## config.mk

```make
export PLATFORM = sky130hd
export DESIGN_NAME = agcr_queue
export DESIGN_NICKNAME = d
export VERILOG_FILES = /design/src/rtl/core/agcr_pkg.sv /design/src/rtl/core/agcr_queue.sv
export SDC_FILE = /design/constraint.sdc
export NUM_CORES = 1
export LEC_CHECK = 0
export BUFFER_PORTS_ARGS = -buffer_cell sky130_fd_sc_hd__buf_4
export CORE_ASPECT_RATIO = 1.2
export CORE_MARGIN = 8
export CORE_UTILIZATION = 25
export CTS_CLUSTER_DIAMETER = 100
export DETAILED_ROUTE_END_ITERATION = 10
export HOLD_SLACK_MARGIN = 0.06
export MAX_ROUTING_LAYER = met4
export PLACE_DENSITY = 0.5
export RECOVER_POWER = 25
export SYNTH_ARGS = -nofsm -noshare
export SYNTH_HDL_FRONTEND = slang
export SYNTH_SLANG_ARGS = --single-unit
```

## constraint.sdc

```tcl
create_clock -name clk_i -period 3.9 [get_ports clk_i]
set_clock_uncertainty 0.2 [all_clocks]
set_input_delay 0.585 -clock clk_i [delete_from_list [all_inputs] [get_ports clk_i]]
set_output_delay 0.585 -clock clk_i [all_outputs]
set_load 0.02 [all_outputs]
```

## src/rtl/core/agcr_pkg.sv

```systemverilog
// ----------------------------------------------------------------------------
// agcr_pkg
// Shared types, constants and the polyphase coefficient ROM of the AGC
// resampler.
// ----------------------------------------------------------------------------
package agcr_pkg;

  localparam int COEF_WIDTH  = 18;
  localparam int COEF_FRAC   = COEF_WIDTH - 1;
  localparam int SAMPLE_W    = 16;
  localparam int IN_W        = 24;
  localparam int TARGET_W    = 15;
  localparam int RELEASE_W   = 24;
  localparam int PEAK_W      = 48;
  localparam int PHASE_W     = 4;
  localparam int QUEUE_DEPTH = 2;
  localparam int ROM_PHASES  = 4;
  localparam int ROM_TAPS    = 120;

  localparam logic [TARGET_W-1:0]  TARGET_RST  = 15'd8000;
  localparam logic [TARGET_W-1:0]  FLOOR_RST   = 15'd50;
  localparam logic [RELEASE_W-1:0] RELEASE_RST = 24'd16776378;

  localparam int CFG_IDX_W  = 2;
  localparam int CFG_DATA_W = RELEASE_W;
  localparam logic [CFG_IDX_W-1:0] CFG_TARGET  = 2'd0;
  localparam logic [CFG_IDX_W-1:0] CFG_FLOOR   = 2'd1;
  localparam logic [CFG_IDX_W-1:0] CFG_RELEASE = 2'd2;

  typedef logic signed [COEF_WIDTH-1:0] coef_t;

  typedef struct packed {
    logic signed [SAMPLE_W-1:0] sample;
    logic                       due;
    logic [PHASE_W-1:0]         phase;
    logic                       block_end;
  } agcr_job_t;

  // Phases 0 and 1; phase 2 is phase 1 reversed, phase 3 is phase 0 reversed.
  localparam coef_t ROM_H0 [ROM_TAPS] = '{
    0, 0, -1, -1, 1, 4, 7, 3, -7, -17, -18, -3, 24, 43, 35, -6,
    -60, -85, -51, 36, 125, 144, 56, -103, -230, -215, -31, 227, 381, 286, -50, -431,
    -580, -329, 226, 739, 817, 306, -546, -1178, -1074, -153, 1080, 1782, 1317, -228,
    -1952, -2623, -1496, 1036, 3455, 3927, 1526, -2876, -6680, -6740, -1106, 9620,
    22163, 31877, 34888, 29960, 19107, 6602, -3066, -7219, -5964, -1708, 2382, 4069,
    2967, 340, -1947, -2611, -1573, 222, 1553, 1700, 788, -441, -1184, -1073, -329, 482,
    854, 638, 74, -429, -577, -347, 49, 336, 362, 164, -90, -236, -208, -62, 87, 149,
    107, 12, -65, -83, -47, 6, 40, 40, 17, -8, -20, -15, -4, 5, 6, 3, 0, -1, -1, 0
  };

  localparam coef_t ROM_H1 [ROM_TAPS] = '{
    0, 0, -1, -1, 2, 5, 6, 1, -10, -19, -16, 3, 30, 44, 27, -20,
    -70, -82, -33, 61, 139, 132, 20, -143, -242, -184, 32, 282, 383, 219, -152, -500,
    -556, -209, 375, 812, 742, 106, -748, -1234, -910, 157, 1339, 1786, 1009, -690,
    -2263, -2517, -951, 1727, 3816, 3597, 535, -4010, -7156, -5892, 1185, 12759,
    25039, 33362, 34375, 27660, 15946, 3771, -4666, -7348, -5057, -556, 3078, 4028,
    2381, -331, -2290, -2487, -1146, 639, 1710, 1549, 475, -697, -1237, -927, -109, 629,
    851, 514, -72, -505, -549, -252, 139, 368, 328, 99, -141, -245, -178, -20, 113, 147,
    85, -11, -76, -78, -34, 18, 43, 36, 10, -13, -20, -13, -1, 6, 6, 3, 0, -1, 0, 0
  };

  // Taps outside the stored ROM read as zero.
  function automatic coef_t coef_at(int unsigned phase, int unsigned tap);
    coef_t c;
    c = '0;
    if (phase < ROM_PHASES && tap < ROM_TAPS) begin
      if (phase == 0) begin
        c = ROM_H0[tap];
      end else if (phase == 1) begin
        c = ROM_H1[tap];
      end else if (phase == 2) begin
        c = ROM_H1[ROM_TAPS-1-tap];
      end else begin
        c = ROM_H0[ROM_TAPS-1-tap];
      end
    end
    return c;
  endfunction

endpackage

```

## src/rtl/core/agcr_queue.sv

```systemverilog
// ----------------------------------------------------------------------------
// agcr_queue
// Short job queue between the AGC front end and the filter back end.
// ----------------------------------------------------------------------------
module agcr_queue import agcr_pkg::*; (
  input  logic      clk_i,
  input  logic      rst_ni,
  input  logic      push_valid_i,
  input  agcr_job_t push_job_i,
  output logic      full_o,
  output logic      pop_valid_o,
  output agcr_job_t pop_job_o,
  input  logic      pop_i
);

  localparam int PW = $clog2(QUEUE_DEPTH);
  localparam int CW = $clog2(QUEUE_DEPTH + 1);

  agcr_job_t       mem_q [QUEUE_DEPTH];
  logic [PW-1:0]   wr_q, rd_q;
  logic [CW-1:0]   cnt_q;
  logic            push, pop;

  assign full_o      = (cnt_q == CW'(QUEUE_DEPTH));
  assign pop_valid_o = (cnt_q != '0);
  assign pop_job_o   = mem_q[rd_q];
  assign push        = push_valid_i && !full_o;
  assign pop         = pop_i && pop_valid_o;

  always_ff @(posedge clk_i or negedge rst_ni) begin
    if (!rst_ni) begin
      wr_q  <= '0;
      rd_q  <= '0;
      cnt_q <= '0;
    end else begin
      if (push) wr_q <= (wr_q == PW'(QUEUE_DEPTH-1)) ? '0 : wr_q + 1'b1;
      if (pop)  rd_q <= (rd_q == PW'(QUEUE_DEPTH-1)) ? '0 : rd_q + 1'b1;
      cnt_q <= cnt_q + CW'(push) - CW'(pop);
    end
  end

  always_ff @(posedge clk_i) begin
    if (push) mem_q[wr_q] <= push_job_i;
  end

endmodule

```

Yosys cells after proc, flatten, opt, wreduce, memory -nomap -nowiden
Memories as Yosys holds them, arrays and structs flattened.
Cells that the tools add are included.
{"block": "word_totals", "ff_bits": 4, "ram_bits": 44, "input_bits": 26, "out_inout_bits": 24, "word_cells": 17, "n_memories": 1}
{"block": "classes", "add_sub_neg": 4, "n_eq_ne": 1, "n_mux": 4, "n_reduce_logical": 4}
{"memory": "mem_q", "depth": 2, "width": 22, "read_ports": 1, "rd_ports_with_merged_regs": 0, "write_ports": 1, "line_no": "agcr_queue.sv:19", "rtl": "agcr_job_t mem_q [QUEUE_DEPTH];"}
{"operator": "two-way mux 1 bit", "count": 4}
{"operator": "adder 1 bit, second input constant", "count": 2}
{"operator": "adder 2 x 1 -> 2 bit", "count": 1}
{"operator": "equality test 2 bit, second input constant", "count": 1}
{"operator": "logical AND 1 bit", "count": 2}
{"operator": "nonzero test 2 bit", "count": 1}
{"operator": "subtractor 2 x 1 -> 2 bit", "count": 1}
{"operator": "zero test 1 bit", "count": 1}

Longest topological paths before layout
{"block": "logic_depth", "depth_word": 5, "mapped_depth": 7, "mapped_depth_nobuf": 7}

Worst setup path after synthesis
OpenSTA, ideal clock, no wires.
{"block": "synth_timing", "kind": "in2reg", "from": "input push_valid_i", "to": "memory mem_q[0][0] (netlist name), enable pin", "arrival_ns": 1.621, "required_ns": 3.299, "setup_slack_ns": 1.678, "stages": 2, "n_path_buf": 0, "cell_sequence": "nand2_1 > nor2_1"}
{"block": "synth_between", "elab_chain_cells": 3}
{"element": "start: declaration", "line_no": "agcr_queue.sv:8", "rtl": "input logic push_valid_i,"}
{"element": "logical AND 1 bit", "line_no": "agcr_queue.sv:27", "rtl": "assign push = push_valid_i && !full_o;"}
{"element": "two-way mux 1 bit", "line_no": "agcr_queue.sv:43", "rtl": "if (push) mem_q[wr_q] <= push_job_i;"}
{"element": "two-way mux 1 bit (not written as such)", "line_no": "agcr_queue.sv:43"}
{"element": "end: declaration", "line_no": "agcr_queue.sv:19"}
Every way passes these cells.

==> results.sh <==
export IMPL_outcome="finished clean"
export IMPL_synth_simple_gate_area_share_pct=2.01
export IMPL_worst_slew_margin_rel_pct=24.7
export IMPL_cts_hold_buf=1
export IMPL_grt_pass1_wl_um=5060
export IMPL_post_route_cells_drive_above_1_share_pct=52.4
export IMPL_endpoint_kind="output pin"
export IMPL_hold_path_class="input port to flop"
export IMPL_post_cts_buffers=0
export IMPL_groute_usage_overall_pct=6.67
export IMPL_peak_fanout_along_the_critical_path=19
export IMPL_design_power_total_w=0.00183
export IMPL_vias=921
export IMPL_clockBufferDepth=2
export IMPL_arrival_ps=1690
export IMPL_synthDistinctLibCells=15
export IMPL_htree_levels=2
export IMPL_grt_start_max_net_pins=23
export IMPL_seq_power_share_pct=41.4
export IMPL_drt_drc_violations_left=0
export IMPL_antenna_left=0
export IMPL_unrepaired_setup_endpoints_after_global_routing="no"
export IMPL_fin_crit_sh_pct=63.3
export IMPL_clockRootBuffer="clkbuf_8"
export IMPL_synthesis_area_sq_um=1870
export IMPL_intPower_w=0.00126
export IMPL_rows=34
export IMPL_peak_vdd_ir_uv=262
export IMPL_synthCells=86
export IMPL_grt_overflow_total=0
export IMPL_p_sw_share_pct=31.3
export IMPL_route_detailed_wl_per_inst_um=15.1
export IMPL_synth_top_cell_by_area="edfxtp_1"
export IMPL_timing_setup_critical_path_class="flop to output pin"
export IMPL_fmax_ghz=0.405
export IMPL_synth_top_area_share_pct=70.7
export IMPL_yosys_warns=0
export IMPL_vias_per_cell=3.95
export IMPL_place_hpwl_um=2640
export IMPL_synth_top_family_by_area="multiplexers"
export IMPL_ys_ff_latch=48
export IMPL_die_height_um=111
export IMPL_path_clk_slew_ps=80
export IMPL_synth_xor_area_share_pct=1.88
export IMPL_setup_tns_ps=0
export IMPL_hold_viol_final=0
export IMPL_yosys_mux_area_fraction_pct=17.1
export IMPL_synth_compound_area_share_pct=0
export IMPL_cp_data_required_time_ps=3120
export IMPL_p_leak_nw=0.968
export IMPL_crit_path_start_kind="flop"
export IMPL_clockPowerShare_pct=18.1
export IMPL_gpl_final_weighted_congestion=0.712
export IMPL_total_clock_sinks=48
export IMPL_antenna_found_initial=0
export IMPL_final_max_slew_violation_count=0
export IMPL_synth_top_cells_by_area="edfxtp_1 71%, mux2_4 15%, dfrtp_1 5.4%, mux2_1 1.8%, xnor2_1 1.4%"
export IMPL_detailed_routing_iteration_count_for_the_pre_antenna_repair_pass=4
export IMPL_yosysSeqAreaShare_pct=76.1
export IMPL_total_of_buffers_placed_on_input_and_output_ports=49
export IMPL_die_area_sq_um=10500
export IMPL_worstMarginPinSlew_ps=1130
export IMPL_fp_dieW_um=94.9
export IMPL_area_growth_pct=30.7
export IMPL_timing_final_setup_violations=0
export IMPL_mean_post_synth_cell_area_sq_um=21.7
export IMPL_final_net_count=170
export IMPL_hold_path_cell_count=1
export IMPL_p_sw_w=0.000575
export IMPL_core_area_sq_um=7230
export IMPL_comb_power_share_pct=40.5
export IMPL_initial_utilization_pct=25.8
export IMPL_io_pin_count=50
export IMPL_tritoncts="done"
export IMPL_synthAdderAreaFrac_pct=1.34
export IMPL_clock_insertion_delay_at_the_later_pin_of_the_skew_report_ps=280
export IMPL_ctsResizeCount=0
export IMPL_final_period_minus_worst_setup_slack_ps=2470
export IMPL_first_iter_violations=13
export IMPL_power_density_cell_area_nw_per_um2=751
export IMPL_max_cap_violations=0
export IMPL_via_count_of_the_first_global_routing_pass=1007
export IMPL_insertedDiodeCount=0
export IMPL_cts_inserted_buffers=5
export IMPL_syn_nets=114
export IMPL_ff2ff_path_depth=3
export IMPL_route_final_wire_length_um=3520
-- flip-flops by register name (all words and copies together) (netlist names) --
signal  flops
wr_q        1
rd_q        1
cnt_q       2
mem_q      44
-- worst paths after layout --
path / end / slack (ps) / start
worst max-delay path: pop_job_o[11] / 1430 / rd_q
worst max register to register: mem_q[0][2] / 1780 / cnt_q[0]
max in group asynchronous: cnt_q[1] / 2970 / rst_ni
worst min-delay path: mem_q[0][21] / 280 / push_job_i[21]
min in group asynchronous: rd_q / 430 / rst_ni
worst min register to register: cnt_q[1] / 310 / cnt_q[1]
-- Yosys cell counts (all sizes together) --
| cell | instances |
|---|---|
| inv | 2 |
| or2 | 1 |
| dfrtp | 4 |
| xor2 | 1 |
| nor2 | 1 |
| buf | 2 |
| xnor2 | 3 |
| nand2b | 1 |
| mux2 | 22 |
| and3 | 1 |
| ha | 2 |
| nand2 | 1 |
| edfxtp | 44 |
| and2 | 1 |
-- worst max-delay path, stage by stage (launching register included) --
cell     delay, ps
dfrtp_1        480
buf_4          390
mux2_1         370
buf_4          160
-- cells by family after synthesis --
group,after synthesis
xor+xnor,4
fa+ha+maj,2
buf+inv,4
flops,48
mux,22
simple gates,6
-- cell type report --
type,instances,area [sq um]
clock inverter,3,37.5
tap,90,113
fill,729,4790
sequential,48,1420
clock buffer,5,68.8
inverter,2,7.51
timing repair buffer,51,374
multi-input combinational,34,419
-- per-stage QoR --
stage          hold WS, ps  cells  setup slack [ps]  area, sq um  util [%]
2_1_floorplan         89.4     86              1680         1870         -
3_3_place_gp           183    224              1640         2340      32.3
3_5_place_dp           184    224              1580         2340      32.3
4_1_cts                264    233              1380         2450      33.9
5_1_grt                272    233              1320         2440      33.8
6_report               285    233              1430         2440      33.8
-- power by group through the flow --
stage               logic [W]  clock network, W  registers [W]
finish               0.000743          0.000331       0.000759
global route         0.000791          0.000367       0.000771
CTS                  0.000770          0.000350       0.000762
detailed placement   0.000767                 0       0.000774
global placement     0.000746                 0       0.000766
floorplan            0.000510                 0       0.000756
-- layout by cell type (no fill, tap or decap), drive strengths merged --
cell,n
and2,1
and3,1
buf,35
bufinv,1
clkbuf,20
clkinv,2
dfrtp,4
dlygate4sd3,1
edfxtp,44
ha,2
inv,2
mux2,22
nand2,1
nand2b,1
nor2,1
or2,1
xnor2,3
xor2,1
-- routing by layer --
| metal | share of wire (%) | global-route usage [%] | wire [um] |
|---|---|---|---|
| met1 | 38 | 6.22 | 1350 |
| met5 | 0 | - | 0 |
| met2 | 53 | 11.8 | 1870 |
| met4 | 1.1 | 2.82 | 38 |
| met3 | 7.4 | 2.51 | 260 |
Power figures use the tool's default switching activity.
