==> src/rtl/core/agcr_pkg.sv <==
// ----------------------------------------------------------------------------
// agcr_pkg
// Shared types, constants and the polyphase coefficient ROM of the AGC
// resampler.
// ----------------------------------------------------------------------------
package agcr_pkg;

  localparam int COEF_WIDTH  = 18;
  localparam int COEF_FRAC   = COEF_WIDTH - 1;
  localparam int SAMPLE_W    = 16;
  localparam int IN_W        = 24;
  localparam int TARGET_W    = 15;
  localparam int RELEASE_W   = 24;
  localparam int PEAK_W      = 48;
  localparam int PHASE_W     = 4;
  localparam int QUEUE_DEPTH = 2;
  localparam int ROM_PHASES  = 4;
  localparam int ROM_TAPS    = 120;

  localparam logic [TARGET_W-1:0]  TARGET_RST  = 15'd8000;
  localparam logic [TARGET_W-1:0]  FLOOR_RST   = 15'd50;
  localparam logic [RELEASE_W-1:0] RELEASE_RST = 24'd16776378;

  localparam int CFG_IDX_W  = 2;
  localparam int CFG_DATA_W = RELEASE_W;
  localparam logic [CFG_IDX_W-1:0] CFG_TARGET  = 2'd0;
  localparam logic [CFG_IDX_W-1:0] CFG_FLOOR   = 2'd1;
  localparam logic [CFG_IDX_W-1:0] CFG_RELEASE = 2'd2;

  typedef logic signed [COEF_WIDTH-1:0] coef_t;

  typedef struct packed {
    logic signed [SAMPLE_W-1:0] sample;
    logic                       due;
    logic [PHASE_W-1:0]         phase;
    logic                       block_end;
  } agcr_job_t;

  // Phases 0 and 1; phase 2 is phase 1 reversed, phase 3 is phase 0 reversed.
  localparam coef_t ROM_H0 [ROM_TAPS] = '{
    0, 0, -1, -1, 1, 4, 7, 3, -7, -17, -18, -3, 24, 43, 35, -6,
    -60, -85, -51, 36, 125, 144, 56, -103, -230, -215, -31, 227, 381, 286, -50, -431,
    -580, -329, 226, 739, 817, 306, -546, -1178, -1074, -153, 1080, 1782, 1317, -228,
    -1952, -2623, -1496, 1036, 3455, 3927, 1526, -2876, -6680, -6740, -1106, 9620,
    22163, 31877, 34888, 29960, 19107, 6602, -3066, -7219, -5964, -1708, 2382, 4069,
    2967, 340, -1947, -2611, -1573, 222, 1553, 1700, 788, -441, -1184, -1073, -329, 482,
    854, 638, 74, -429, -577, -347, 49, 336, 362, 164, -90, -236, -208, -62, 87, 149,
    107, 12, -65, -83, -47, 6, 40, 40, 17, -8, -20, -15, -4, 5, 6, 3, 0, -1, -1, 0
  };

  localparam coef_t ROM_H1 [ROM_TAPS] = '{
    0, 0, -1, -1, 2, 5, 6, 1, -10, -19, -16, 3, 30, 44, 27, -20,
    -70, -82, -33, 61, 139, 132, 20, -143, -242, -184, 32, 282, 383, 219, -152, -500,
    -556, -209, 375, 812, 742, 106, -748, -1234, -910, 157, 1339, 1786, 1009, -690,
    -2263, -2517, -951, 1727, 3816, 3597, 535, -4010, -7156, -5892, 1185, 12759,
    25039, 33362, 34375, 27660, 15946, 3771, -4666, -7348, -5057, -556, 3078, 4028,
    2381, -331, -2290, -2487, -1146, 639, 1710, 1549, 475, -697, -1237, -927, -109, 629,
    851, 514, -72, -505, -549, -252, 139, 368, 328, 99, -141, -245, -178, -20, 113, 147,
    85, -11, -76, -78, -34, 18, 43, 36, 10, -13, -20, -13, -1, 6, 6, 3, 0, -1, 0, 0
  };

  // Taps outside the stored ROM read as zero.
  function automatic coef_t coef_at(int unsigned phase, int unsigned tap);
    coef_t c;
    c = '0;
    if (phase < ROM_PHASES && tap < ROM_TAPS) begin
      if (phase == 0) begin
        c = ROM_H0[tap];
      end else if (phase == 1) begin
        c = ROM_H1[tap];
      end else if (phase == 2) begin
        c = ROM_H1[ROM_TAPS-1-tap];
      end else begin
        c = ROM_H0[ROM_TAPS-1-tap];
      end
    end
    return c;
  endfunction

endpackage

==> src/rtl/core/agcr_front.sv <==
// ----------------------------------------------------------------------------
// agcr_front
// Peak tracker, gain division and output scheduling for one input sample.
// ----------------------------------------------------------------------------
module agcr_front import agcr_pkg::*; #(
  parameter int INTERP     = 4,
  parameter int DECIM      = 15,
  parameter int BLOCK_SIZE = 256
) (
  input  logic                  clk_i,
  input  logic                  rst_ni,
  input  logic [TARGET_W-1:0]   target_i,
  input  logic [TARGET_W-1:0]   floor_i,
  input  logic [RELEASE_W-1:0]  release_i,
  input  logic                  in_valid_i,
  output logic                  in_stall_o,
  input  logic [IN_W-1:0]       in_sample_i,
  output logic                  job_valid_o,
  output agcr_job_t             job_o,
  input  logic                  job_full_i
);

  localparam int OFF_W  = $clog2(INTERP + DECIM + 1);
  localparam int FILL_W = $clog2(BLOCK_SIZE + 1);
  localparam int NT_W   = IN_W + TARGET_W;
  localparam int REM_W  = NT_W + 24;
  localparam int DV_W   = PEAK_W + 16;
  localparam int QUO_W  = 17;

  typedef enum logic [6:0] {
    F_IDLE  = 7'b0000001,
    F_MULH  = 7'b0000010,
    F_MULL  = 7'b0000100,
    F_PEAK  = 7'b0001000,
    F_SETUP = 7'b0010000,
    F_DIV   = 7'b0100000,
    F_PUSH  = 7'b1000000
  } fstate_e;

  fstate_e               state_q, state_d;
  logic [IN_W-1:0]       mag_q;
  logic                  neg_q;
  logic [PEAK_W-1:0]     peak_q, peak_d;
  logic [PEAK_W-1:0]     prod_hi_q, prod_lo_q;
  logic [NT_W-1:0]       nt_q;
  logic [REM_W-1:0]      rem_q;
  logic [DV_W-1:0]       dv_q;
  logic [QUO_W-1:0]      quo_q;
  logic                  sat_q, zero_q;
  logic [4:0]            bit_q;
  logic [OFF_W-1:0]      off_q;
  logic [FILL_W-1:0]     fill_q, fill_inc;
  logic                  due_q;
  logic [PHASE_W-1:0]    phase_q;

  logic [IN_W-1:0]       mag_in;
  logic [PEAK_W-1:0]     decay, attack, floor_pk, pk;
  logic                  ge;
  logic [QUO_W-1:0]      qmag;
  logic                  push;

  assign mag_in   = in_sample_i[IN_W-1] ? (~in_sample_i + 1'b1) : in_sample_i;
  assign decay    = prod_hi_q + {24'd0, prod_lo_q[PEAK_W-1:24]};
  assign attack   = {mag_q, 24'd0};
  assign peak_d   = (attack > decay) ? attack : decay;
  assign floor_pk = {9'd0, floor_i, 24'd0};
  assign pk       = (peak_q < floor_pk) ? floor_pk : peak_q;
  assign ge       = {1'b0, rem_q} >= dv_q;
  assign fill_inc = fill_q + 1'b1;
  assign push     = (state_q == F_PUSH) && !job_full_i;

  always_comb begin
    if (zero_q) begin
      qmag = '0;
    end else if (neg_q) begin
      qmag = (sat_q || quo_q > 17'd32768) ? 17'd32768 : quo_q;
    end else begin
      qmag = (sat_q || quo_q > 17'd32767) ? 17'd32767 : quo_q;
    end
  end

  assign in_stall_o      = (state_q != F_IDLE);
  assign job_valid_o     = (state_q == F_PUSH);
  assign job_o.sample    = neg_q ? SAMPLE_W'(-qmag) : SAMPLE_W'(qmag);
  assign job_o.due       = due_q;
  assign job_o.phase     = phase_q;
  assign job_o.block_end = due_q && (fill_inc >= FILL_W'(BLOCK_SIZE));

  always_comb begin
    state_d = state_q;
    unique case (state_q)
      F_IDLE:  if (in_valid_i) state_d = F_MULH;
      F_MULH:  state_d = F_MULL;
      F_MULL:  state_d = F_PEAK;
      F_PEAK:  state_d = F_SETUP;
      F_SETUP: state_d = F_DIV;
      F_DIV:   if (bit_q == 5'd0) state_d = F_PUSH;
      F_PUSH:  if (!job_full_i) state_d = F_IDLE;
      default: state_d = F_IDLE;
    endcase
  end

  always_ff @(posedge clk_i or negedge rst_ni) begin
    if (!rst_ni) begin
      state_q <= F_IDLE;
      peak_q  <= {9'd0, TARGET_RST, 24'd0};
      off_q   <= '0;
      fill_q  <= '0;
    end else begin
      state_q <= state_d;
      if (state_q == F_PEAK) peak_q <= peak_d;
      if (state_q == F_DIV && off_q < OFF_W'(INTERP)) off_q <= off_q + OFF_W'(DECIM);
      if (push) begin
        off_q <= off_q - OFF_W'(INTERP);
        if (due_q) fill_q <= job_o.block_end ? '0 : fill_inc;
      end
    end
  end

  always_ff @(posedge clk_i) begin
    unique case (state_q)
      F_IDLE: begin
        mag_q <= mag_in;
        neg_q <= in_sample_i[IN_W-1];
      end
      F_MULH: prod_hi_q <= PEAK_W'(peak_q[PEAK_W-1:24]) * PEAK_W'(release_i);
      F_MULL: prod_lo_q <= PEAK_W'(peak_q[23:0]) * PEAK_W'(release_i);
      F_PEAK: nt_q <= NT_W'(mag_q) * NT_W'(target_i);
      F_SETUP: begin
        rem_q   <= {nt_q, 24'd0};
        dv_q    <= {pk, 16'd0};
        zero_q  <= (pk == '0);
        sat_q   <= {2'b0, nt_q, 24'd0} >= {pk, 17'd0};
        bit_q   <= 5'd16;
        quo_q   <= '0;
        due_q   <= off_q < OFF_W'(INTERP);
        phase_q <= PHASE_W'(off_q);
      end
      F_DIV: begin
        if (ge) rem_q <= rem_q - REM_W'(dv_q);
        quo_q <= {quo_q[QUO_W-2:0], ge};
        dv_q  <= dv_q >> 1;
        bit_q <= bit_q - 5'd1;
      end
      F_PUSH: ;
      default: ;
    endcase
  end

endmodule

==> config.mk <==
export PLATFORM = sky130hd
export DESIGN_NAME = agcr_front
export DESIGN_NICKNAME = d
export VERILOG_FILES = /design/src/rtl/core/agcr_pkg.sv /design/src/rtl/core/agcr_front.sv
export SDC_FILE = /design/constraint.sdc
export NUM_CORES = 2
export LEC_CHECK = 0
export BUFFER_PORTS_ARGS = -buffer_cell sky130_fd_sc_hd__buf_2
export CAP_MARGIN = 15
export CORE_ASPECT_RATIO = 0.75
export CORE_MARGIN = 4
export CORE_UTILIZATION = 65
export DETAILED_ROUTE_END_ITERATION = 12
export PLACE_DENSITY_LB_ADDON = 0.12
export SYNTH_ARGS = -nofsm -noshare
export SYNTH_HDL_FRONTEND = slang
export SYNTH_SLANG_ARGS = --single-unit
==> constraint.sdc <==
create_clock -name clk_i -period 20.8 [get_ports clk_i]
set_input_delay 4.16 -clock clk_i [delete_from_list [all_inputs] [get_ports clk_i]]
set_output_delay 4.16 -clock clk_i [all_outputs]
set_load 0.02 [all_outputs]
# --- Yosys cells after proc, flatten, opt, wreduce, memory -nomap -nowiden ---
# Cells that the tools add are included.
word_totals:
  mem_bits_ro: 0
  out_inout_bits: 24
  latch_bits: 0
  memories: 0
  mem_bits_rw: 0
  reg_bits: 385
  input_bits: 82
  elab_cells: 83
classes:
  bitwise: 1
  order_cmp: 8
  multipliers: 3
  n_addsub: 8
  n_shift: 0
  reduce_logical: 13
  n_mux: 20
  div: 0
  eq_ne: 12
op_table:
  columns: ["op", "n"]
  rows:
  - ["64-bit case mux with 2 select lines", 1]
  - ["63-bit case mux with 2 select lines", 1]
  - ["24-bit by 24-bit multiplier with 48-bit output", 2]
  - ["48-bit two-way mux", 2]
  - ["16-bit two-way mux", 5]
  - ["63-bit by 65-bit greater-or-equal comparator with 1-bit output", 1]
  - ["63-bit by 64-bit greater-or-equal comparator with 1-bit output", 1]
  - ["63-bit two-way mux", 1]
  - ["63-bit subtractor", 1]
  - ["7-bit case mux with 7 select lines", 1]
  - ["48-bit by 24-bit adder with 48-bit output", 1]
  - ["48-bit greater-than comparator", 1]
  - ["48-bit zero test", 1]
  - ["48-bit by 39-bit less-than comparator with 1-bit output", 1]
  - ["24-bit by 15-bit multiplier with 39-bit output", 1]
  - ["17-bit case mux with 2 select lines", 1]
  - ["24-bit by 1-bit adder with 24-bit output (second input constant)", 1]
  - ["24-bit inverter", 1]
  - ["23-bit two-way mux", 1]
  - ["7-bit two-way mux", 3]
  - ["17-bit by 15-bit greater-than comparator with 1-bit output (second input constant)", 1]
  - ["17-bit by 16-bit greater-than comparator with 1-bit output (second input constant)", 1]
  - ["16-bit negator", 1]
  - ["5-bit two-way mux", 2]
  - ["24 further kinds", 32]

# --- Logic depth before layout (Yosys ltp) ---
depth:
  ltp_word: 7
  depth_mapped: 29

# --- Least setup slack after synthesis ---
# No wires, ideal clock.
synth_path:
  kind: "input -> register"
  from: "input release_i[9]"
  to: "register prod_lo_q[42], data pin"
  setup_slack_ns: 9.331
  cell_stages: 27
  path_buffers: 2
  arrival_ns: 11.205
  required_ns: 20.536
  setup_ns: 0.264
  cell_sequence: "clkbuf_1 clkbuf_1 nand2_1 fa_1 fa_1 inv_1 fa_1 inv_1 fa_1 inv_1 fa_1 fa_1 inv_1 fa_1 inv_1 ha_1 a211oi_1 o211ai_1 a2111oi_0 a211oi_1 o2111a_1 o31ai_1 a21oi_1 nor2_1 o21ai_1 a221oi_1 xnor2_1"
synth_between:
  elab_chain_cells: 1
synth_rtl:
  columns: ["element", "line_no", "source"]
  rows:
  - ["start, declared", "agcr_front.sv:14", "input logic [RELEASE_W-1:0] release_i,"]
  - ["24-bit by 24-bit multiplier with 48-bit output", "agcr_front.sv:127", "F_MULL: prod_lo_q <= PEAK_W'(peak_q[23:0]) * PEAK_W'(release_i);"]
  - ["end signal, assigned", "agcr_front.sv:127", null]
  - ["end, declared", "agcr_front.sv:44", "logic [PEAK_W-1:0] prod_hi_q, prod_lo_q;"]
# Every way passes these cells.
# A chain may end at the register's enable or synchronous reset.

# --- Worst setup path after layout ---
layout_path:
  from: "input release_i[4]"
  to: "register prod_lo_q[46], data pin"
# The elaborated chain is that of the path after synthesis.

==> out/qor.csv <==
metric,value,unit
Synth async-reset ratio,0.191,
Tightest Pin Transition,1.24,ns
hold_sp,off_q[4],
Post-CTS Resized,0,
core area,106000,um^2
Area Overhead vs Synth,3.91,%
largest net degree at the start of global routing,73,
Worst-path clk slew,0.06,ns
r2r setup slk,11.75,ns
Critical Path RT,21.15,ns
fin worst setup slack,8.26,ns
DR WL met2,79500,um
RR Endpoint,prod_lo_q[46],
HPWL Detailed,145000,um
Final Slew Violations,0,
number of synthesized flops with an enable pin,292,
first-pass GRT wire length,302000,um
Placer Congestion,0.971,
max layer used,met5,
Critical Setup Path Class,in -> reg,
final WL,188000,um
Mapped Area,70000,um^2
Via density,5.93,
Root Buffer,clkbuf_16,
Die Ht,292,um
"most common cell after layout, fill and taps aside",inv_1,
# IOs,106,
area share of the largest cell type after synthesis,0.357,
H-tree depth,2,
worst r2r src,peak_q[6],
die area,113000,um^2
DRT antenna net count,0,
Avg Inst Size Synth,9.11,um^2
CTS tree,done,
Slowest cell on crit path,a211oi_1,
fin crit period,12.54,ns
Congestion Overflow GR,0,
CTS Sinks,361,
CP Max Fanout,48,
Post-synth top flop,edfxtp_1,
main area contributors after synthesis,"fa_1 (36%), edfxtp_1 (13%), ha_1 (11%), inv_1 (8.1%), and2_1 (6.9%)",
skew final,0.0272,ns
Synth area leader,fa_1,
# Max-Cap Violations,0,
Final setup viols,0,
Routed WL per cell,21.0,um
max incr delay on CP,0.94,ns
DP Worst Slack,7.95,ns
"Seq/Total Area, Yosys",0.150,
CP Data Arrival Time,12.89,ns
Max clock buf depth,3,
metal1 wirelength,82200,um
Initial DRC Count,4796,
Syn Inst Count,7689,
Detailed Routing Iterations Pass 1,6,
outcome,completed,
most frequent cells in the layout,"inv_1 (1501), fa_1 (1249), nand2_1 (1058)",
Tot GR Track Use,0.338,
R2R depth,24,
Synth Warn #,0,
Hold Crit Class,reg -> reg,
CTS Buf Count,39,
initial antenna violation count,9,
WL met3,21200,um
Syn Nets,9637,
slew margin rel.,0.174,
hold-critical path depth,1,
Layout Nets,9465,
synth unique cells,82,
# rows,103,
Final Hold Viols,0,
TNS Setup,0,ns
Final period util,0.603,
Port Buffers,105,
vias in the first global route,54180,
postcts setup bufs,0,
crit path capture type,flip-flop,
Max Clk Rate,79.8,MHz
RSZ-0062 raised after global routing,no,
die width,387,um
Worst Hold Path EP,off_q[4],
startpoint type of the worst setup path,input pin,
Worst-Skew Late Latency,0.61,ns
vias,53223,
#FFs+latches synth,361,
Starting Density,0.660,
cts hold-fix bufs,0,
share of cells above drive strength 1,0.0382,
residual DRC count,0,
==> metal layers <==
metal | vias up | GRT usage
met5 | - | 0
met4 | 10 | 0.0849
met3 | 330 | 0.0781
met2 | 2562 | 0.494
met1 | 26841 | 0.515
li1 | 23480 | -
==> through the flow <==
step / area, um^2 / util / instances / hold WS (ns)
6_report: 72800 / 0.686 / 8970 / 0.481
5_1_grt: 72700 / 0.686 / 8965 / 0.514
4_1_cts: 72700 / 0.686 / 8964 / 0.477
3_5_place_dp: 71500 / 0.674 / 8892 / 0.468
3_3_place_gp: 71500 / 0.674 / 8892 / 0.470
2_1_floorplan: 70000 / - / 7689 / 0.447
==> Yosys cell counts (all sizes together) (9+ instances only) <==
cell type and instances:
inv 1502, fa 1249, nand2 1059, and2 778, ha 617, clkbuf 393, edfxtp 292, a21oi 237
nor2 235, o21ai 217, xnor2 142, a21o 132, nand3 85, xor2 79, dfrtp 62, nand4 56
nor3 53, a211oi 35, nor2b 31, nand2b 30, and3 29, nor4 29, o31ai 26, o211ai 23
o21bai 23, o21a 22, or3 22, a31oi 19, a21boi 14, nand3b 13, or2 13, nor3b 12
o311ai 12, a22o 11, a2111oi 10, buf 10, or4 10, o41ai 9
==> sequential cells by signal, indices dropped and copies added (netlist names), 5 cells and up <==
register	count
mag_q	24
dv_q	64
peak_q	48
off_q	5
rem_q	63
fill_q	9
state_q	7
bit_q	5
nt_q	39
prod_lo_q	24
prod_hi_q	48
quo_q	17
==> final cells by class <==
type	count	area, um^2
diodes	5	12.5
clock buffers	48	1010
clock inverters	24	255
fillers	8558	33300
inverters	1502	5640
multi-input cells	5423	52400
flip-flops and latches	361	10500
well taps	1417	1770
repair buffers	190	1160
==> critical path, delay by kind of cell <==
| family | cells | cell delay [ns] |
|---|---|---|
| fa+ha+maj | 8 | 3.88 |
| compound gates | 9 | 3.09 |
| buf+inv | 8 | 1.26 |
| simple gates | 3 | 0.45 |
==> how the worst max path moves through the flow <==
stage	start	end	slack [ns]
after floorplan	release_i[9]	prod_lo_q[42]	9.33
after global routing	release_i[4]	prod_lo_q[42]	7.92
final	release_i[4]	prod_lo_q[46]	8.26
after CTS	release_i[4]	prod_lo_q[46]	8.56
after global placement	release_i[4]	prod_lo_q[46]	8.08
after detailed placement	release_i[4]	prod_lo_q[46]	7.95
==> logic make-up (layout without fill, tap and decap cells) <==
| logic type | Yosys count | after routing | synth area share |
|---|---|---|---|
| muxes | 3 | 3 | 0.000429 |
| buffers and inverters | 1905 | 1764 | 0.102 |
| DFF | 361 | 361 | 0.150 |
| adders and majority gates | 1866 | 1866 | 0.467 |
| and+or+nand+nor | 2476 | 2476 | 0.174 |
| AOI/OAI and AO/OA | 857 | 857 | 0.0779 |
| xor gates and xnor gates | 221 | 221 | 0.0276 |
| other | 0 | 5 | 0 |
Power is left out: the tool's default activity adds up to more than one toggle a clock period on the data nets, which glitch-free logic cannot reach.
