File: src/rtl/core/agcr_pkg.sv
// ----------------------------------------------------------------------------
// agcr_pkg
// Shared types, constants and the polyphase coefficient ROM of the AGC
// resampler.
// ----------------------------------------------------------------------------
package agcr_pkg;

  localparam int COEF_WIDTH  = 18;
  localparam int COEF_FRAC   = COEF_WIDTH - 1;
  localparam int SAMPLE_W    = 16;
  localparam int IN_W        = 24;
  localparam int TARGET_W    = 15;
  localparam int RELEASE_W   = 24;
  localparam int PEAK_W      = 48;
  localparam int PHASE_W     = 4;
  localparam int QUEUE_DEPTH = 2;
  localparam int ROM_PHASES  = 4;
  localparam int ROM_TAPS    = 120;

  localparam logic [TARGET_W-1:0]  TARGET_RST  = 15'd8000;
  localparam logic [TARGET_W-1:0]  FLOOR_RST   = 15'd50;
  localparam logic [RELEASE_W-1:0] RELEASE_RST = 24'd16776378;

  localparam int CFG_IDX_W  = 2;
  localparam int CFG_DATA_W = RELEASE_W;
  localparam logic [CFG_IDX_W-1:0] CFG_TARGET  = 2'd0;
  localparam logic [CFG_IDX_W-1:0] CFG_FLOOR   = 2'd1;
  localparam logic [CFG_IDX_W-1:0] CFG_RELEASE = 2'd2;

  typedef logic signed [COEF_WIDTH-1:0] coef_t;

  typedef struct packed {
    logic signed [SAMPLE_W-1:0] sample;
    logic                       due;
    logic [PHASE_W-1:0]         phase;
    logic                       block_end;
  } agcr_job_t;

  // Phases 0 and 1; phase 2 is phase 1 reversed, phase 3 is phase 0 reversed.
  localparam coef_t ROM_H0 [ROM_TAPS] = '{
    0, 0, -1, -1, 1, 4, 7, 3, -7, -17, -18, -3, 24, 43, 35, -6,
    -60, -85, -51, 36, 125, 144, 56, -103, -230, -215, -31, 227, 381, 286, -50, -431,
    -580, -329, 226, 739, 817, 306, -546, -1178, -1074, -153, 1080, 1782, 1317, -228,
    -1952, -2623, -1496, 1036, 3455, 3927, 1526, -2876, -6680, -6740, -1106, 9620,
    22163, 31877, 34888, 29960, 19107, 6602, -3066, -7219, -5964, -1708, 2382, 4069,
    2967, 340, -1947, -2611, -1573, 222, 1553, 1700, 788, -441, -1184, -1073, -329, 482,
    854, 638, 74, -429, -577, -347, 49, 336, 362, 164, -90, -236, -208, -62, 87, 149,
    107, 12, -65, -83, -47, 6, 40, 40, 17, -8, -20, -15, -4, 5, 6, 3, 0, -1, -1, 0
  };

  localparam coef_t ROM_H1 [ROM_TAPS] = '{
    0, 0, -1, -1, 2, 5, 6, 1, -10, -19, -16, 3, 30, 44, 27, -20,
    -70, -82, -33, 61, 139, 132, 20, -143, -242, -184, 32, 282, 383, 219, -152, -500,
    -556, -209, 375, 812, 742, 106, -748, -1234, -910, 157, 1339, 1786, 1009, -690,
    -2263, -2517, -951, 1727, 3816, 3597, 535, -4010, -7156, -5892, 1185, 12759,
    25039, 33362, 34375, 27660, 15946, 3771, -4666, -7348, -5057, -556, 3078, 4028,
    2381, -331, -2290, -2487, -1146, 639, 1710, 1549, 475, -697, -1237, -927, -109, 629,
    851, 514, -72, -505, -549, -252, 139, 368, 328, 99, -141, -245, -178, -20, 113, 147,
    85, -11, -76, -78, -34, 18, 43, 36, 10, -13, -20, -13, -1, 6, 6, 3, 0, -1, 0, 0
  };

  // Taps outside the stored ROM read as zero.
  function automatic coef_t coef_at(int unsigned phase, int unsigned tap);
    coef_t c;
    c = '0;
    if (phase < ROM_PHASES && tap < ROM_TAPS) begin
      if (phase == 0) begin
        c = ROM_H0[tap];
      end else if (phase == 1) begin
        c = ROM_H1[tap];
      end else if (phase == 2) begin
        c = ROM_H1[ROM_TAPS-1-tap];
      end else begin
        c = ROM_H0[ROM_TAPS-1-tap];
      end
    end
    return c;
  endfunction

endpackage

File: src/rtl/core/agcr_back.sv
// ----------------------------------------------------------------------------
// agcr_back
// Sample history memory and serial multiply-accumulate over one filter phase.
// ----------------------------------------------------------------------------
module agcr_back import agcr_pkg::*; #(
  parameter int TAPS_PER_PHASE = 120
) (
  input  logic                       clk_i,
  input  logic                       rst_ni,
  input  logic                       job_valid_i,
  input  agcr_job_t                  job_i,
  output logic                       job_pop_o,
  output logic                       out_valid_o,
  input  logic                       out_stall_i,
  output logic signed [SAMPLE_W-1:0] out_sample_o,
  output logic                       out_block_end_o
);

  localparam int AW    = (TAPS_PER_PHASE > 1) ? $clog2(TAPS_PER_PHASE) : 1;
  localparam int TW    = $clog2(TAPS_PER_PHASE + 1);
  localparam int PR_W  = SAMPLE_W + COEF_WIDTH;
  localparam int ACC_W = PR_W + TW;

  typedef enum logic [2:0] {
    B_IDLE = 3'b001,
    B_MAC  = 3'b010,
    B_DONE = 3'b100
  } bstate_e;

  bstate_e                    state_q;
  logic signed [SAMPLE_W-1:0] hist_mem [TAPS_PER_PHASE];
  logic [AW-1:0]              wp_q, rd_addr_q;
  logic [TW-1:0]              tap_q;
  logic [TW-1:0]              hcnt_q;
  logic [PHASE_W-1:0]         phase_q;
  logic                       bend_q;
  logic signed [SAMPLE_W-1:0] rd_data_q;
  logic                       rd_ok_q;
  coef_t                      coef_q;
  logic signed [PR_W-1:0]     prod_q;
  logic signed [ACC_W-1:0]    acc_q;
  logic                       v1_q, v2_q;
  logic                       out_valid_q, out_bend_q;
  logic signed [SAMPLE_W-1:0] out_sample_q;

  logic                       issuing, load;
  logic signed [SAMPLE_W-1:0] tap_smp;
  logic [ACC_W-1:0]           acc_mag, acc_sh;
  logic signed [SAMPLE_W-1:0] res;

  assign issuing   = (state_q == B_MAC) && (tap_q < TW'(TAPS_PER_PHASE));
  assign job_pop_o = (state_q == B_IDLE) && job_valid_i;
  assign load      = (state_q == B_DONE) && (!out_valid_q || !out_stall_i);

  // history is written in address order from zero; entries past the fill count read as zero
  assign tap_smp = rd_ok_q ? rd_data_q : '0;

  // Truncate toward zero, then saturate.
  assign acc_mag = acc_q[ACC_W-1] ? ACC_W'(-acc_q) : ACC_W'(acc_q);
  assign acc_sh  = acc_mag >> COEF_FRAC;
  always_comb begin
    if (acc_q[ACC_W-1]) begin
      res = (acc_sh > ACC_W'(32768)) ? -16'sd32768 : SAMPLE_W'(-acc_sh);
    end else begin
      res = (acc_sh > ACC_W'(32767)) ? 16'sd32767 : SAMPLE_W'(acc_sh);
    end
  end

  assign out_valid_o     = out_valid_q;
  assign out_sample_o    = out_sample_q;
  assign out_block_end_o = out_bend_q;

  always_ff @(posedge clk_i or negedge rst_ni) begin
    if (!rst_ni) begin
      state_q     <= B_IDLE;
      wp_q        <= '0;
      hcnt_q      <= '0;
      v1_q        <= 1'b0;
      v2_q        <= 1'b0;
      out_valid_q <= 1'b0;
    end else begin
      v1_q <= issuing;
      v2_q <= v1_q;
      if (load) begin
        out_valid_q <= 1'b1;
      end else if (!out_stall_i) begin
        out_valid_q <= 1'b0;
      end
      unique case (state_q)
        B_IDLE: if (job_valid_i) begin
          wp_q <= (wp_q == AW'(TAPS_PER_PHASE-1)) ? '0 : wp_q + 1'b1;
          if (hcnt_q != TW'(TAPS_PER_PHASE)) hcnt_q <= hcnt_q + 1'b1;
          if (job_i.due) state_q <= B_MAC;
        end
        B_MAC:  if (!issuing && !v1_q && !v2_q) state_q <= B_DONE;
        B_DONE: if (load) state_q <= B_IDLE;
        default: state_q <= B_IDLE;
      endcase
    end
  end

  always_ff @(posedge clk_i) begin
    rd_data_q <= hist_mem[rd_addr_q];
    rd_ok_q   <= (TW'(rd_addr_q) < hcnt_q);
    if (job_pop_o) begin
      hist_mem[wp_q] <= job_i.sample;
      rd_addr_q      <= wp_q;
      tap_q          <= '0;
      phase_q        <= job_i.phase;
      bend_q         <= job_i.block_end;
      acc_q          <= '0;
    end else begin
      if (issuing) begin
        coef_q    <= coef_at(int'(phase_q), int'(tap_q));
        tap_q     <= tap_q + 1'b1;
        rd_addr_q <= (rd_addr_q == '0) ? AW'(TAPS_PER_PHASE-1) : rd_addr_q - 1'b1;
      end
      if (v1_q) prod_q <= PR_W'(tap_smp) * PR_W'(coef_q);
      if (v2_q) acc_q  <= acc_q + ACC_W'(prod_q);
    end
    if (load) begin
      out_sample_q <= res;
      out_bend_q   <= bend_q;
    end
  end

endmodule
File: config.mk
export PLATFORM = sky130hd
export DESIGN_NAME = agcr_back
export DESIGN_NICKNAME = d
export VERILOG_FILES = /design/src/rtl/core/agcr_pkg.sv /design/src/rtl/core/agcr_back.sv
export SDC_FILE = /design/constraint.sdc
export NUM_CORES = 2
export LEC_CHECK = 0
export BUFFER_PORTS_ARGS = -buffer_cell sky130_fd_sc_hd__clkbuf_2
export CAP_MARGIN = 15
export CORE_MARGIN = 2
export CORE_UTILIZATION = 45
export DETAILED_ROUTE_END_ITERATION = 6
export RECOVER_POWER = 100
export SETUP_SLACK_MARGIN = 0.05
export SYNTH_ARGS = -nofsm -noshare
export SYNTH_HDL_FRONTEND = slang
export SYNTH_SLANG_ARGS = --single-unit
File: constraint.sdc
create_clock -name clk_i -period 7.2 [get_ports clk_i]
set_clock_uncertainty 0.1 [all_clocks]
set_input_delay 0.36 -clock clk_i [delete_from_list [all_inputs] [get_ports clk_i]]
set_output_delay 0.36 -clock clk_i [all_outputs]
set_load 0.05 [all_outputs]
## After elaboration in Yosys (flattened, before gate mapping)

Memory sizes are Yosys's and may differ from the RTL's. A register that Yosys moved wholly into a read port is not among the register bits.
Cells that the tools add are included.

| operators by class | value |
|---|---|
| magnitude comparators | 8 |
| mux-type cells | 29 |
| $add $sub $neg | 8 |
| bitwise gates (word level) | 3 |
| $mul | 1 |
| equal/unequal tests | 12 |
| reduce and logical (&&, ||, !) cells | 20 |

Operator list:

| cell | count |
|---|---|
| 18-bit two-way mux | 11 |
| 33-bit by 8-bit >= comparator with 1-bit output, second input constant | 2 |
| 16-bit two-way mux | 4 |
| 41-bit by 34-bit adder with 41-bit output | 1 |
| 41-bit two-way mux | 1 |
| 41-bit negation | 1 |
| 16-bit by 18-bit multiplier with 34-bit output | 1 |
| 32-bit NOT with 33-bit output | 1 |
| 7-bit NOT with 33-bit output | 1 |
| 7-bit two-way mux | 4 |
| 24-bit by 15-bit > comparator with 1-bit output, second input constant | 1 |
| 24-bit by 16-bit > comparator with 1-bit output, second input constant | 1 |
| 7-bit by 1-bit adder with 7-bit output, second input constant | 3 |
| 16-bit negation | 1 |
| 7-bit less-than comparator, second input constant | 2 |
| 3-bit two-way mux | 4 |
| 3-bit case mux with 3 select lines | 1 |
| 7-bit by 7-bit subtractor with 8-bit output, first input constant | 1 |
| 7-bit == test, second input constant | 1 |
| 7-bit zero test | 1 |
| 7-bit less-than comparator | 1 |
| 7-bit inequality test, second input constant | 1 |
| 7-bit by 1-bit subtractor with 7-bit output, second input constant | 1 |
| 1-bit logical AND | 6 |
| other kinds (17) | 29 |

| word-level totals | value |
|---|---|
| memory bits (read-only) | 9,216 |
| flip-flop bits (word level) | 150 |
| word-level logic and storage cells | 102 |
| memories kept | 5 |
| RAM bits | 1,920 |

Memory list:

| name | words | bits a word | read ports | clocked after Yosys merged registers in | wr ports | line | source |
|---|---|---|---|---|---|---|---|
| (no name shown) | 128 | 18 | 1 | 0 | 0 | agcr_pkg.sv:74 | `c = ROM_H0[ROM_TAPS-1-tap];` |
| (no name shown) | 128 | 18 | 1 | 0 | 0 | agcr_pkg.sv:72 | `c = ROM_H1[ROM_TAPS-1-tap];` |
| (no name shown) | 128 | 18 | 1 | 0 | 0 | agcr_pkg.sv:70 | `c = ROM_H1[tap];` |
| (no name shown) | 128 | 18 | 1 | 0 | 0 | agcr_pkg.sv:68 | `c = ROM_H0[tap];` |
| hist_mem | 120 | 16 | 1 | 1 | 1 | agcr_back.sv:31 | `logic signed [SAMPLE_W-1:0] hist_mem [TAPS_PER_PHASE];` |

## Logic depth before layout (Yosys ltp)

| depth | value |
|---|---|
| word-level depth | 8 |
| gate-level depth with buffers | 26 |

## Least setup slack after synthesis

Ideal clock, no wire load.

| timing path | value |
|---|---|
| path type | register to register |
| start | register rd_ok_q |
| end | register prod_q[32], data pin |
| path slack | 0.140 ns |
| cell stages (with the launch flop) | 27 |
| buffers on the path | 2 |
| arrival | 6.701 ns |
| path through | dfxtp_1 -> clkbuf_1 -> and2_0 -> clkbuf_1 -> nand2_1 -> fa_1 -> inv_1 -> fa_1 -> inv_1 -> fa_1 -> inv_1 -> fa_1 -> fa_1 -> inv_1 -> fa_1 -> inv_1 -> ha_1 -> and3_1 -> and3_1 -> a221oi_1 -> o211a_1 -> a21oi_1 -> a221oi_1 -> o211ai_1 -> a21o_1 -> a21o_1 -> xor2_1 |

| between the ends | value |
|---|---|
| longest elaborated chain between the ends | 2 |

Ends and longest elaborated chain:

| element | line | source |
|---|---|---|
| from (decl) | agcr_back.sv:38 | `logic rd_ok_q;` |
| from (signal assigned) | agcr_back.sv:104 | `rd_ok_q <= (TW'(rd_addr_q) < hcnt_q);` |
| 16-bit two-way mux | agcr_back.sv:56 | `assign tap_smp = rd_ok_q ? rd_data_q : '0;` |
| 16-bit by 18-bit multiplier with 34-bit output | agcr_back.sv:118 | `if (v1_q) prod_q <= PR_W'(tap_smp) * PR_W'(coef_q);` |
| to (signal assigned) | agcr_back.sv:118 |  |
| to (decl) | agcr_back.sv:40 | `logic signed [PR_W-1:0] prod_q;` |

No other way between the ends.
A chain may end at the register's enable or synchronous reset.

## Worst setup path after layout

Ends and elaborated chain as after synthesis.

==> impl_metrics.toml <==
[outcome]
status = "finished, violations left"
violations = "max-capacitance violations, max-slew violations"

[placed_design]
place_area_sq_um = 106000
port_buffers = 44
place_congestion = 1.00
dpl.cell_count = 9374
dp_hpwl_um = 199000

[critical_path]
start_kind = "flip-flop"
crit_type = "reg -> reg"
cp.arrival_ns = 7.28
cp.required_ns = 7.67
crit_path_frequent_cell = "fa_1"
worstSetupEndpointType = "flip-flop"
cp_max_fo = 14
critPathSlowestCell = "fa_1"
slowest_delay_ns = 0.58

[drt]
vias_per_cell = 6.17
wire_per_inst_um = 31.1
wl_um = 305000
dr.pass1.iters = 6
final_antenna_net_count = 0
drcViolationCount = 0
drt_iter0_markers = 7001
vias = 60400

[synth]
postSynthCellCount = 6450
synthTopCellsByCount = "2,000 x edfxtp_1, 579 x mux4_2, 409 x nand2_1, 392 x nor2_1, 355 x inv_1"
yosysWarnings = 0
synth_top_area_cell = "edfxtp_1"
synth_edf_count = 2000
ys_async_sr_fraction_pct = 0.959
syn_nets = 6921
synth_area_leaders = "edfxtp_1 60%, mux4_2 13%, fa_1 5.6%, ha_1 2.0%, nand2_1 1.5%"
synthFlopType = "edfxtp_1"
ys_ff_latch = 2085
synth.avg_cell_area_sq_um = 15.6
synthDistinctLibCells = 83
yosys.cell_count.top_type = "edfxtp_1"
yosysSeqAreaShare_pct = 61.6
synth_area_sq_um = 100000
netlist.area_leader.share_pct = 59.8

[pwr]
finalPower_uw = 55500
p_leak_uw = 0.0383
p_per_area_nw_per_um2 = 495
peakVddDrop_v = 0.00118

[cells_and_area]
finish.instance_area_sq_um = 112000
fin_cells = 9799
syn2layout_area_growth_pct = 11.6
drive_above_1_share_pct = 16.8
fin_nets = 7113

[floorplan]
die_h_um = 476
fp-row-count = 173
die_w_um = 476
die_area_sq_um = 227000
start_util_pct = 45.2
core_area_sq_um = 222000
io_pins = 45

[clock_tree]
cts_made_buffers = 207
clockRootBuffer = "clkbuf_16"
clk_pin_slew_ns = 0.06
cts.path.max_buffers = 3
htree_levels = 4
clk_latency_ns = 0.86
numClockSinks = 2085
cts_tree = "done"

[timing]
max_freq_ghz = 0.147
hold_violations = 0
slew_headroom_pct = -235
fin_crit_sh_pct = 94.6
grt_setup_unrepaired = "false"
finalMaxSlewViolations = 2563
setup_viol = 0
tightest_slew_ns = 5.03
setup_tns_ns = 0
min_period_ns = 6.81

[grt]
overflow = 0
grt_max_degree = 109
grt_pass1_vias = 59900
grt_antenna_before_repair = 16
grt_pass1_wl_um = 437000
track_usage_pct = 26.5

[job]
drv_cap = 63

[hold_path]
hp-class = "in -> reg"
==> report_power, final <==
group	switching [uW]	total, uW	internal (uW)
combinational	16100	29500	13400
clock	4700	10800	6110
sequential	289	15200	14900
==> area by class of cell <==
type | count | area, sq um
well taps | 2975 | 3720
clock inverters | 131 | 1430
diodes | 8 | 20.0
flip-flops and latches | 2085 | 61900
multi-input cells | 3586 | 35700
clock buffers | 252 | 5390
fillers | 18600 | 110000
inverters | 362 | 1360
repair buffers | 400 | 2620
==> repair_timing <==
item,4_1_cts,5_1_grt
resized for setup,0,9
endpoints found under the hold margin,542,0
setup endpoints to repair,0,2
setup buffers,0,1
hold buffers,27,0
==> sequential cells by signal (all words and copies together) (netlist names), 3 cells and up <==
register / flops
acc_q: 41
coef_q: 17
hcnt_q: 7
hist_mem: 1920
out_sample_o: 16
phase_q: 4
prod_q: 34
rd_addr_q: 7
rd_data_q: 16
state_q: 3
tap_q: 7
wp_q: 7
==> logic make-up after synthesis <==
family,share of synthesized area (%)
AO/OA/AOI/OAI,6.52
adder cells (fa/ha/maj),7.66
XOR/XNOR,0.811
multiplexers,14.4
flip-flops,61.6
AND/OR/NAND/NOR,6.04
buffers and inverters,2.98
==> per-stage QoR <==
stage	setup WS (ns)	hold WS, ns	utilization [%]
after floorplan	0.140	-0.0356	-
after global placement	0.378	0.291	47.6
after detailed placement	0.288	0.298	47.6
after CTS	0.278	0.100	50.8
after global routing	0.0545	0.130	50.5
final	0.388	0.163	50.5
==> critical path, delay by kind of cell, from the launching register on <==
kind,cells,cell delay [ns]
flops,1,0.39
xor+xnor,1,0.14
fa+ha+maj,7,3.28
simple gates,4,0.64
compound gates,7,1.32
buf+inv,6,0.70
==> final timing paths <==
kind	end	slack (ns)	cells after the start	start
max reg2reg	prod_q[32]	0.39	25	rd_ok_q
max	prod_q[32]	0.39	25	rd_ok_q
min	bend_q	0.16	2	job_i[0]
min in group asynchronous	out_valid_o	0.82	3	rst_ni
max in group asynchronous	state_q[2]	4.10	4	rst_ni
min reg2reg	v2_q	0.31	0	v1_q
==> cells in the final DEF, fill, tap and decap left out, drive strengths merged, types with 54 or more instances in the layout <==
cell | synthesis | final
nand3 | 97 | 97
mux4 | 579 | 579
a31oi | 70 | 70
nor3 | 75 | 75
a211oi | 63 | 63
nand2 | 409 | 409
and3 | 151 | 151
dfxtp | 65 | 65
fa | 282 | 282
nor2 | 392 | 392
mux2i | 115 | 115
clkbuf | 293 | 441
inv | 356 | 359
ha | 163 | 163
a21o | 54 | 54
clkinv | 6 | 104
o21ai | 221 | 221
a21oi | 268 | 268
edfxtp | 2000 | 2000
xnor2 | 63 | 63
buf | 124 | 184
==> layer usage <==
metal | share of wire, % | GRT usage (%)
met5 | 0.0043 | 0
met2 | 48 | 42.6
met3 | 7.6 | 4.37
met1 | 41 | 36.6
met4 | 4.1 | 9.87
Note: power is estimated with default switching activity, not from simulation.
